===== src/rtl/sfpd_pkg.sv =====
// Package for the sync frame PWM deframer.
// Frame layout constants and the control type for the window cells.
// Standalone; used by sfpd_cell, sync_frame_pwm_deframer and the bench.
package sfpd_pkg;

  localparam int FRAME_BYTES = 22;
  localparam int CHECK_POS   = 21;
  localparam int NUM_PWM     = 8;
  localparam int FILL_W      = 5;

  localparam logic [7:0] SYNC_FIRST  = 8'hAA;
  localparam logic [7:0] SYNC_SECOND = 8'h55;
  localparam logic [7:0] PAYLOAD_LEN = 8'd16;
  localparam logic [7:0] PWM_TYPE    = 8'h01;

  localparam logic [FILL_W-1:0] LAST_POS  = 5'd21;
  localparam logic [FILL_W-1:0] FILL_DROP1 = 5'd21;
  localparam logic [FILL_W-1:0] FILL_DROP2 = 5'd20;

  // Byte offsets inside a frame
  localparam int TYPE_POS = 2;
  localparam int SEQ_POS  = 3;
  localparam int LEN_POS  = 4;
  localparam int PWM_POS  = 5;

  // Window movement for one cycle
  localparam logic [1:0] SH_NONE = 2'd0;
  localparam logic [1:0] SH_ONE  = 2'd1;
  localparam logic [1:0] SH_TWO  = 2'd2;

  typedef struct packed {
    logic [1:0] shift;  // move the window toward the front by 0, 1 or 2
    logic       wr;     // this cell is the write slot for the incoming byte
  } cell_ctl_t;

endpackage


===== src/rtl/sync_frame_pwm_deframer.sv =====
// Top level of the sync frame PWM deframer: a row of 22 byte cells plus
// frame checks, running XOR and the result registers.
// Depends on sfpd_pkg and sfpd_cell.
//
//  channel | ports                                   | direction
//  --------+-----------------------------------------+----------
//  input   | in_valid, in_stall, in_byte             | into block
//  result  | out_valid, out_stall, out_seq_num,      | out of block
//          | out_pwm_0 .. out_pwm_7                  |
//
// One byte is taken every cycle while in_stall is low; a frame result is
// registered when the byte that completes it is taken. The checksum is kept
// as a running XOR, so the frame check is one compare per cycle and the
// window shift is a 3-way mux in each cell. Reset clears the fill count,
// the running XOR and both result valids. A second result register catches
// a frame while the first waits; the input stalls only while both are full,
// and frees in the cycle after the result side takes the first.
module sync_frame_pwm_deframer (
  input  logic        clk,
  input  logic        rst_n,
  input  logic        in_valid,
  output logic        in_stall,
  input  logic [7:0]  in_byte,
  output logic        out_valid,
  input  logic        out_stall,
  output logic [7:0]  out_seq_num,
  output logic [15:0] out_pwm_0,
  output logic [15:0] out_pwm_1,
  output logic [15:0] out_pwm_2,
  output logic [15:0] out_pwm_3,
  output logic [15:0] out_pwm_4,
  output logic [15:0] out_pwm_5,
  output logic [15:0] out_pwm_6,
  output logic [15:0] out_pwm_7
);

  localparam int NB = sfpd_pkg::FRAME_BYTES;

  logic [sfpd_pkg::FILL_W-1:0] fill_r, fill_nxt, pos;
  logic [7:0]                  xacc_r, xacc_nxt;
  logic                        accept, full, hdr_bad, chk_bad, emit;
  logic [1:0]                  shift;
  logic [7:0]                  w [0:NB+1];
  sfpd_pkg::cell_ctl_t         ctl [0:NB-1];

  logic                        out_valid_r, skid_valid_r, out_move;
  logic [7:0]                  seq_r, skid_seq_r, frm_seq;
  logic [15:0]                 pwm_r [0:sfpd_pkg::NUM_PWM-1];
  logic [15:0]                 skid_pwm_r [0:sfpd_pkg::NUM_PWM-1];
  logic [15:0]                 frm_pwm [0:sfpd_pkg::NUM_PWM-1];

  assign in_stall = skid_valid_r;
  assign accept   = in_valid & ~in_stall;
  // Output register is free or being taken this cycle
  assign out_move = ~out_valid_r | ~out_stall;

  // Unreachable from reset, but keep the write slot inside the window
  assign pos  = (fill_r > sfpd_pkg::LAST_POS) ? sfpd_pkg::LAST_POS : fill_r;
  assign full = (pos == sfpd_pkg::LAST_POS);

  assign hdr_bad = (w[0] != sfpd_pkg::SYNC_FIRST) || (w[1] != sfpd_pkg::SYNC_SECOND);
  // xacc_r holds the XOR of the 21 stored bytes; the new byte is the checksum
  assign chk_bad = (w[sfpd_pkg::LEN_POS] != sfpd_pkg::PAYLOAD_LEN) || (in_byte != xacc_r);
  assign emit    = accept && full && !hdr_bad && !chk_bad
                   && (w[sfpd_pkg::TYPE_POS] == sfpd_pkg::PWM_TYPE);

  always_comb begin
    shift    = sfpd_pkg::SH_NONE;
    fill_nxt = fill_r;
    xacc_nxt = xacc_r;
    if (accept) begin
      if (!full) begin
        fill_nxt = pos + 5'd1;
        xacc_nxt = xacc_r ^ in_byte;
      end else if (hdr_bad) begin
        shift    = sfpd_pkg::SH_ONE;
        fill_nxt = sfpd_pkg::FILL_DROP1;
        xacc_nxt = xacc_r ^ in_byte ^ w[0];
      end else if (chk_bad) begin
        shift    = sfpd_pkg::SH_TWO;
        fill_nxt = sfpd_pkg::FILL_DROP2;
        xacc_nxt = xacc_r ^ in_byte ^ w[0] ^ w[1];
      end else begin
        fill_nxt = '0;
        xacc_nxt = '0;
      end
    end
  end

  // Past-the-end neighbors feed slots whose content is not yet valid
  assign w[NB]   = '0;
  assign w[NB+1] = '0;

  for (genvar i = 0; i < NB; i++) begin : g_cell
    assign ctl[i].shift = shift;
    assign ctl[i].wr    = accept && (pos == i[sfpd_pkg::FILL_W-1:0]);

    sfpd_cell u_cell (
      .clk       (clk),
      .ctl_i     (ctl[i]),
      .in_byte_i (in_byte),
      .nb1_i     (w[i+1]),
      .nb2_i     (w[i+2]),
      .w_o       (w[i])
    );
  end

  always_comb begin
    frm_seq = w[sfpd_pkg::SEQ_POS];
    for (int k = 0; k < sfpd_pkg::NUM_PWM; k++) begin
      frm_pwm[k] = {w[sfpd_pkg::PWM_POS + 2*k + 1], w[sfpd_pkg::PWM_POS + 2*k]};
    end
  end

  always_ff @(posedge clk) begin
    if (!rst_n) begin
      fill_r       <= '0;
      xacc_r       <= '0;
      out_valid_r  <= 1'b0;
      skid_valid_r <= 1'b0;
    end else begin
      fill_r <= fill_nxt;
      xacc_r <= xacc_nxt;
      if (out_move) begin
        out_valid_r  <= skid_valid_r | emit;
        skid_valid_r <= 1'b0;
      end else if (emit) begin
        skid_valid_r <= 1'b1;
      end
    end
  end

  always_ff @(posedge clk) begin
    if (emit) begin
      skid_seq_r <= frm_seq;
      for (int k = 0; k < sfpd_pkg::NUM_PWM; k++) begin
        skid_pwm_r[k] <= frm_pwm[k];
      end
    end
    // Advance the waiting item first; a new frame only lands when none waits
    if (out_move) begin
      if (skid_valid_r) begin
        seq_r <= skid_seq_r;
        for (int k = 0; k < sfpd_pkg::NUM_PWM; k++) begin
          pwm_r[k] <= skid_pwm_r[k];
        end
      end else if (emit) begin
        seq_r <= frm_seq;
        for (int k = 0; k < sfpd_pkg::NUM_PWM; k++) begin
          pwm_r[k] <= frm_pwm[k];
        end
      end
    end
  end

  assign out_valid   = out_valid_r;
  assign out_seq_num = seq_r;
  assign out_pwm_0   = pwm_r[0];
  assign out_pwm_1   = pwm_r[1];
  assign out_pwm_2   = pwm_r[2];
  assign out_pwm_3   = pwm_r[3];
  assign out_pwm_4   = pwm_r[4];
  assign out_pwm_5   = pwm_r[5];
  assign out_pwm_6   = pwm_r[6];
  assign out_pwm_7   = pwm_r[7];

endmodule


===== src/rtl/sfpd_cell.sv =====
// One byte slot of the receive window.
// Keeps its byte, takes the incoming byte or takes a value from one of its two downstream neighbors.
// Depends on sfpd_pkg.
module sfpd_cell (
  input  logic                  clk,
  input  sfpd_pkg::cell_ctl_t   ctl_i,
  input  logic [7:0]            in_byte_i,
  input  logic [7:0]            nb1_i,
  input  logic [7:0]            nb2_i,
  output logic [7:0]            w_o
);

  logic [7:0] byte_r;
  logic [7:0] byte_nxt;

  // Current view: the incoming byte overlays this slot when it is the write slot
  assign w_o = ctl_i.wr ? in_byte_i : byte_r;

  always_comb begin
    case (ctl_i.shift)
      sfpd_pkg::SH_NONE: byte_nxt = w_o;
      sfpd_pkg::SH_ONE:  byte_nxt = nb1_i;
      sfpd_pkg::SH_TWO:  byte_nxt = nb2_i;
      default:           byte_nxt = byte_r;
    endcase
  end

  always_ff @(posedge clk) begin
    byte_r <= byte_nxt;
  end

endmodule


===== config.mk =====
export PLATFORM = sky130hd
export DESIGN_NAME = sync_frame_pwm_deframer
export DESIGN_NICKNAME = d
export VERILOG_FILES = /design/src/rtl/sfpd_pkg.sv /design/src/rtl/sync_frame_pwm_deframer.sv /design/src/rtl/sfpd_cell.sv
export SDC_FILE = /design/constraint.sdc
export NUM_CORES = 1
export LEC_CHECK = 0
export BUFFER_PORTS_ARGS = -buffer_cell sky130_fd_sc_hd__buf_2
export CELL_PAD_IN_SITES_DETAIL_PLACEMENT = 1
export CELL_PAD_IN_SITES_GLOBAL_PLACEMENT = 2
export CORE_MARGIN = 2
export CORE_UTILIZATION = 46
export CTS_CLUSTER_SIZE = 12
export DETAILED_ROUTE_END_ITERATION = 7
export PLACE_DENSITY = 0.78
export SLEW_MARGIN = 20
export SYNTH_ARGS = -nofsm -noshare
export SYNTH_HDL_FRONTEND = slang
export SYNTH_HIERARCHICAL = 1
export SYNTH_SLANG_ARGS = --single-unit

===== constraint.sdc =====
create_clock -name clk -period 13.85 [get_ports clk]
set_input_delay 2.0775 -clock clk [delete_from_list [all_inputs] [get_ports clk]]
set_output_delay 2.0775 -clock clk [all_outputs]
set_load 0.01 [all_outputs]

==> reports/results.tsv <==
stage	metric	value	unit
hold_path	WHS Endpoint	xacc_r[7]	
synthesis	Yosys warnings	6	
timing	final period utilization	0.519	
timing	Final Hold Vio Count	0	
placed_design	IO Port Bufs	149	
routing	DR pass1 iterations	5	
clocking	Max Buffers Root-to-Sink	3	
placed_design	Placed Area	25600	µm²
timing	post-route setup slack	6.66	ns
synthesis	register bit total from synthesis	463	
layout	number of diodes	0	
routing	Starting DRT DRC Count	824	
hold_path	Hold Path Origin	xacc_r[7]	
power	PD cells	120	nW/µm²
die	effective utilization at floorplan	0.465	
synthesis	number of flops mapped to enable cells by yosys	448	
timing	final setup fails	0	
placed_design	Final GP Congestion	0.818	
clocking	CTS Buf Count	50	
die	Rows	84	
layout	Area growth syn-to-layout	11.1	%
clocking	# hold bufs at CTS	0	
setup_path	worst reg-to-reg setup slack	7.17	ns
routing	number of routed nets with antenna violations	0	
setup_path	CP Launch Type	input port	
routing	Routed WL	58000	µm
timing	Pins Over Slew Limit	0	
synthesis	syn avg cell area	15.8	µm²
die	IO Pins	150	
die	Die Wd	234	µm
synthesis	Post-Syn Area	24400	µm²
clocking	clock sink count	463	
clocking	CTS Root Cell	clkbuf_16	
global_route	initial antenna violation count	0	
layout	NumNets Final	1755	
routing	DR DRC count	0	
setup_path	Max FO, Critical Path	73	
die	die area	54900	µm²
run	number of max-cap violations	0	
layout	most common cell after layout, fill and taps aside	edfxtp_1	
routing	mean routed wirelength per cell	24.2	µm
global_route	pin count of the biggest net entering global routing	74	
die	total core area	52600	µm²
placed_design	Place WS	6.05	ns
clocking	clk slew on worst S/H paths	0.06	ns
timing	measured slew at the worst slew-check pin	1.11	ns
synthesis	sequential area share after synthesis	0.563	
placed_design	dpl hpwl	38700	µm
clocking	Post-CTS Setup Bufs	0	
setup_path	reg2reg start	fill_r[4]	
timing	crit path time final	7.19	ns
setup_path	CP required	14.05	ns
global_route	grt ovf	0	
global_route	vias in the first global route	14300	
power	Max VDD drop	0.0934	mV
setup_path	Critical path origin	in_valid	
synthesis	Primary FF master, synth	edfxtp_1	
setup_path	r2r endpoint	pwm_r[0][89]	
layout	share of cells above drive strength 1	0.426	
timing	setup TNS	0	ns
run_status	outcome	finished clean	
synthesis	Cell variety after synth	48	
routing	DR vias/cell	5.68	
timing	relative slew slack	0.259	
synthesis	asr flop ratio synth	0	
clocking	post-cts sizing count	0	
global_route	total track usage	0.212	
timing	RSZ-0062 raised after global routing	false	
setup_path	Critical Path AT	7.39	ns
global_route	first-pass GRT wire length	88400	µm
hold_path	worst hold stages	2	
layout	most frequent cells in the layout	edfxtp_1, mux2_2, mux2_4, a22o_1, buf_2	
timing	skew final	0.0157	ns
hold_path	Hold Crit Class	reg2reg	
setup_path	crit end category	flip-flop	
power	LEAKAGE	10.8	nW
die	die height	234	µm
timing	Max Fclk	139	MHz
setup_path	critical path class	in2reg	
clocking	CTS tree	done	
layout	Post-Route Utilization	0.516	
layout	post-route cell area	27100	µm²
clocking	clock insertion delay at the later pin of the skew report	0.59	ns
synthesis	Mapped Cells	1548	
clocking	H-tree level count	2	
setup_path	Worst Reg2Reg Path Length in Cells	13	
routing	via count	13600	
power	Tot Pwr	0.00327	W
## worst max path at each step
stage                     depth (start not counted)  slack, ns           end
after global routing                             13       6.34  pwm_r[0][89]
after floorplan                                  11       2.88   pwm_r[0][0]
after detailed placement                         13       6.05  pwm_r[0][98]
after global placement                           13       6.32  pwm_r[0][98]
final                                            13       6.66  pwm_r[0][89]
after CTS                                        13       6.66  pwm_r[0][89]
## registers in the layout (all words and copies together), names as in the netlist
signal,flops
xacc_r,8
out_valid,1
in_stall,1
skid_seq_r,8
skid_pwm_r,128
out_seq_num,8
fill_r,5
g_cell.u_cell/byte_r,176
pwm_r,128
## Yosys cell counts (4+ instances only)
| cell type | n | share of area |
|---|---|---|
| ha_1 | 71 | 0.036 |
| buf_6 | 27 | 0.012 |
| nor4b_1 | 7 | 0.0025 |
| xnor2_1 | 7 | 0.0025 |
| edfxtp_1 | 448 | 0.55 |
| o22ai_1 | 5 | 0.0013 |
| nand2_1 | 17 | 0.0026 |
| dfxtp_1 | 15 | 0.012 |
| nor3_1 | 6 | 0.0012 |
| a22o_1 | 176 | 0.063 |
| a31oi_1 | 4 | 0.0010 |
| a21oi_1 | 23 | 0.0047 |
| mux2_2 | 272 | 0.13 |
| buf_1 | 25 | 0.0038 |
| and3_1 | 4 | 0.0010 |
| nor4bb_1 | 4 | 0.0016 |
| and2_1 | 26 | 0.0067 |
| buf_2 | 5 | 0.0010 |
| inv_1 | 71 | 0.011 |
| clkbuf_1 | 55 | 0.0085 |
| xor2_1 | 8 | 0.0029 |
| o21ai_0 | 10 | 0.0021 |
| nor2_1 | 16 | 0.0025 |
| mux2_4 | 216 | 0.13 |
## stage by stage
| step | cells | hold slack, ns |
|---|---|---|
| after floorplan | 1571 | 0.466 |
| after global placement | 2308 | 0.484 |
| after detailed placement | 2308 | 0.492 |
| after CTS | 2396 | 0.502 |
| after global routing | 2396 | 0.512 |
| final | 2396 | 0.497 |
## power by group
| part | leakage [nW] | internal, W | total (W) | switching, W |
|---|---|---|---|---|
| logic | 5.22 | 0.000167 | 0.000342 | 0.000175 |
| clock network | 0.754 | 0.000733 | 0.00128 | 0.000548 |
| registers | 4.78 | 0.00162 | 0.00164 | 0.0000237 |
## metal layers
metal / share of wire / track usage
met5: 0 / 0
met4: 0.021 / 0.0552
met3: 0.036 / 0.0304
met1: 0.45 / 0.287
met2: 0.49 / 0.360
## layout make-up
type / instances / area, µm²
clock buffers: 67 / 1340
inverters: 72 / 273
repair buffers: 162 / 843
well taps: 688 / 861
clock inverters: 21 / 200
multi-input cells: 923 / 9860
fillers: 5035 / 25400
flip-flops and latches: 463 / 13800
## critical path, stage by stage
cell	delay (ns)
buf_2	0.13
nor2b_1	0.15
buf_4	0.21
and3_1	0.23
and2_1	0.49
mux2_4	0.36
nor4bb_1	0.39
and4_1	0.62
and3_1	0.36
a21oi_1	0.16
a21oi_4	0.80
buf_4	0.52
buf_4	0.75
## cells by family (layout without fill, tap and decap cells)
group,count (synthesis),after routing,share of synthesized area
XOR/XNOR,15,15,0.00538
adder cells (fa/ha/maj),71,71,0.0364
AND/OR/NAND/NOR,101,101,0.0249
multiplexers,488,488,0.258
flip-flops,463,463,0.563
other,1,24,0.000154
AO/OA/AOI/OAI,224,224,0.0743
buffers and inverters,185,322,0.0372
(Power assumes the default switching activity.)
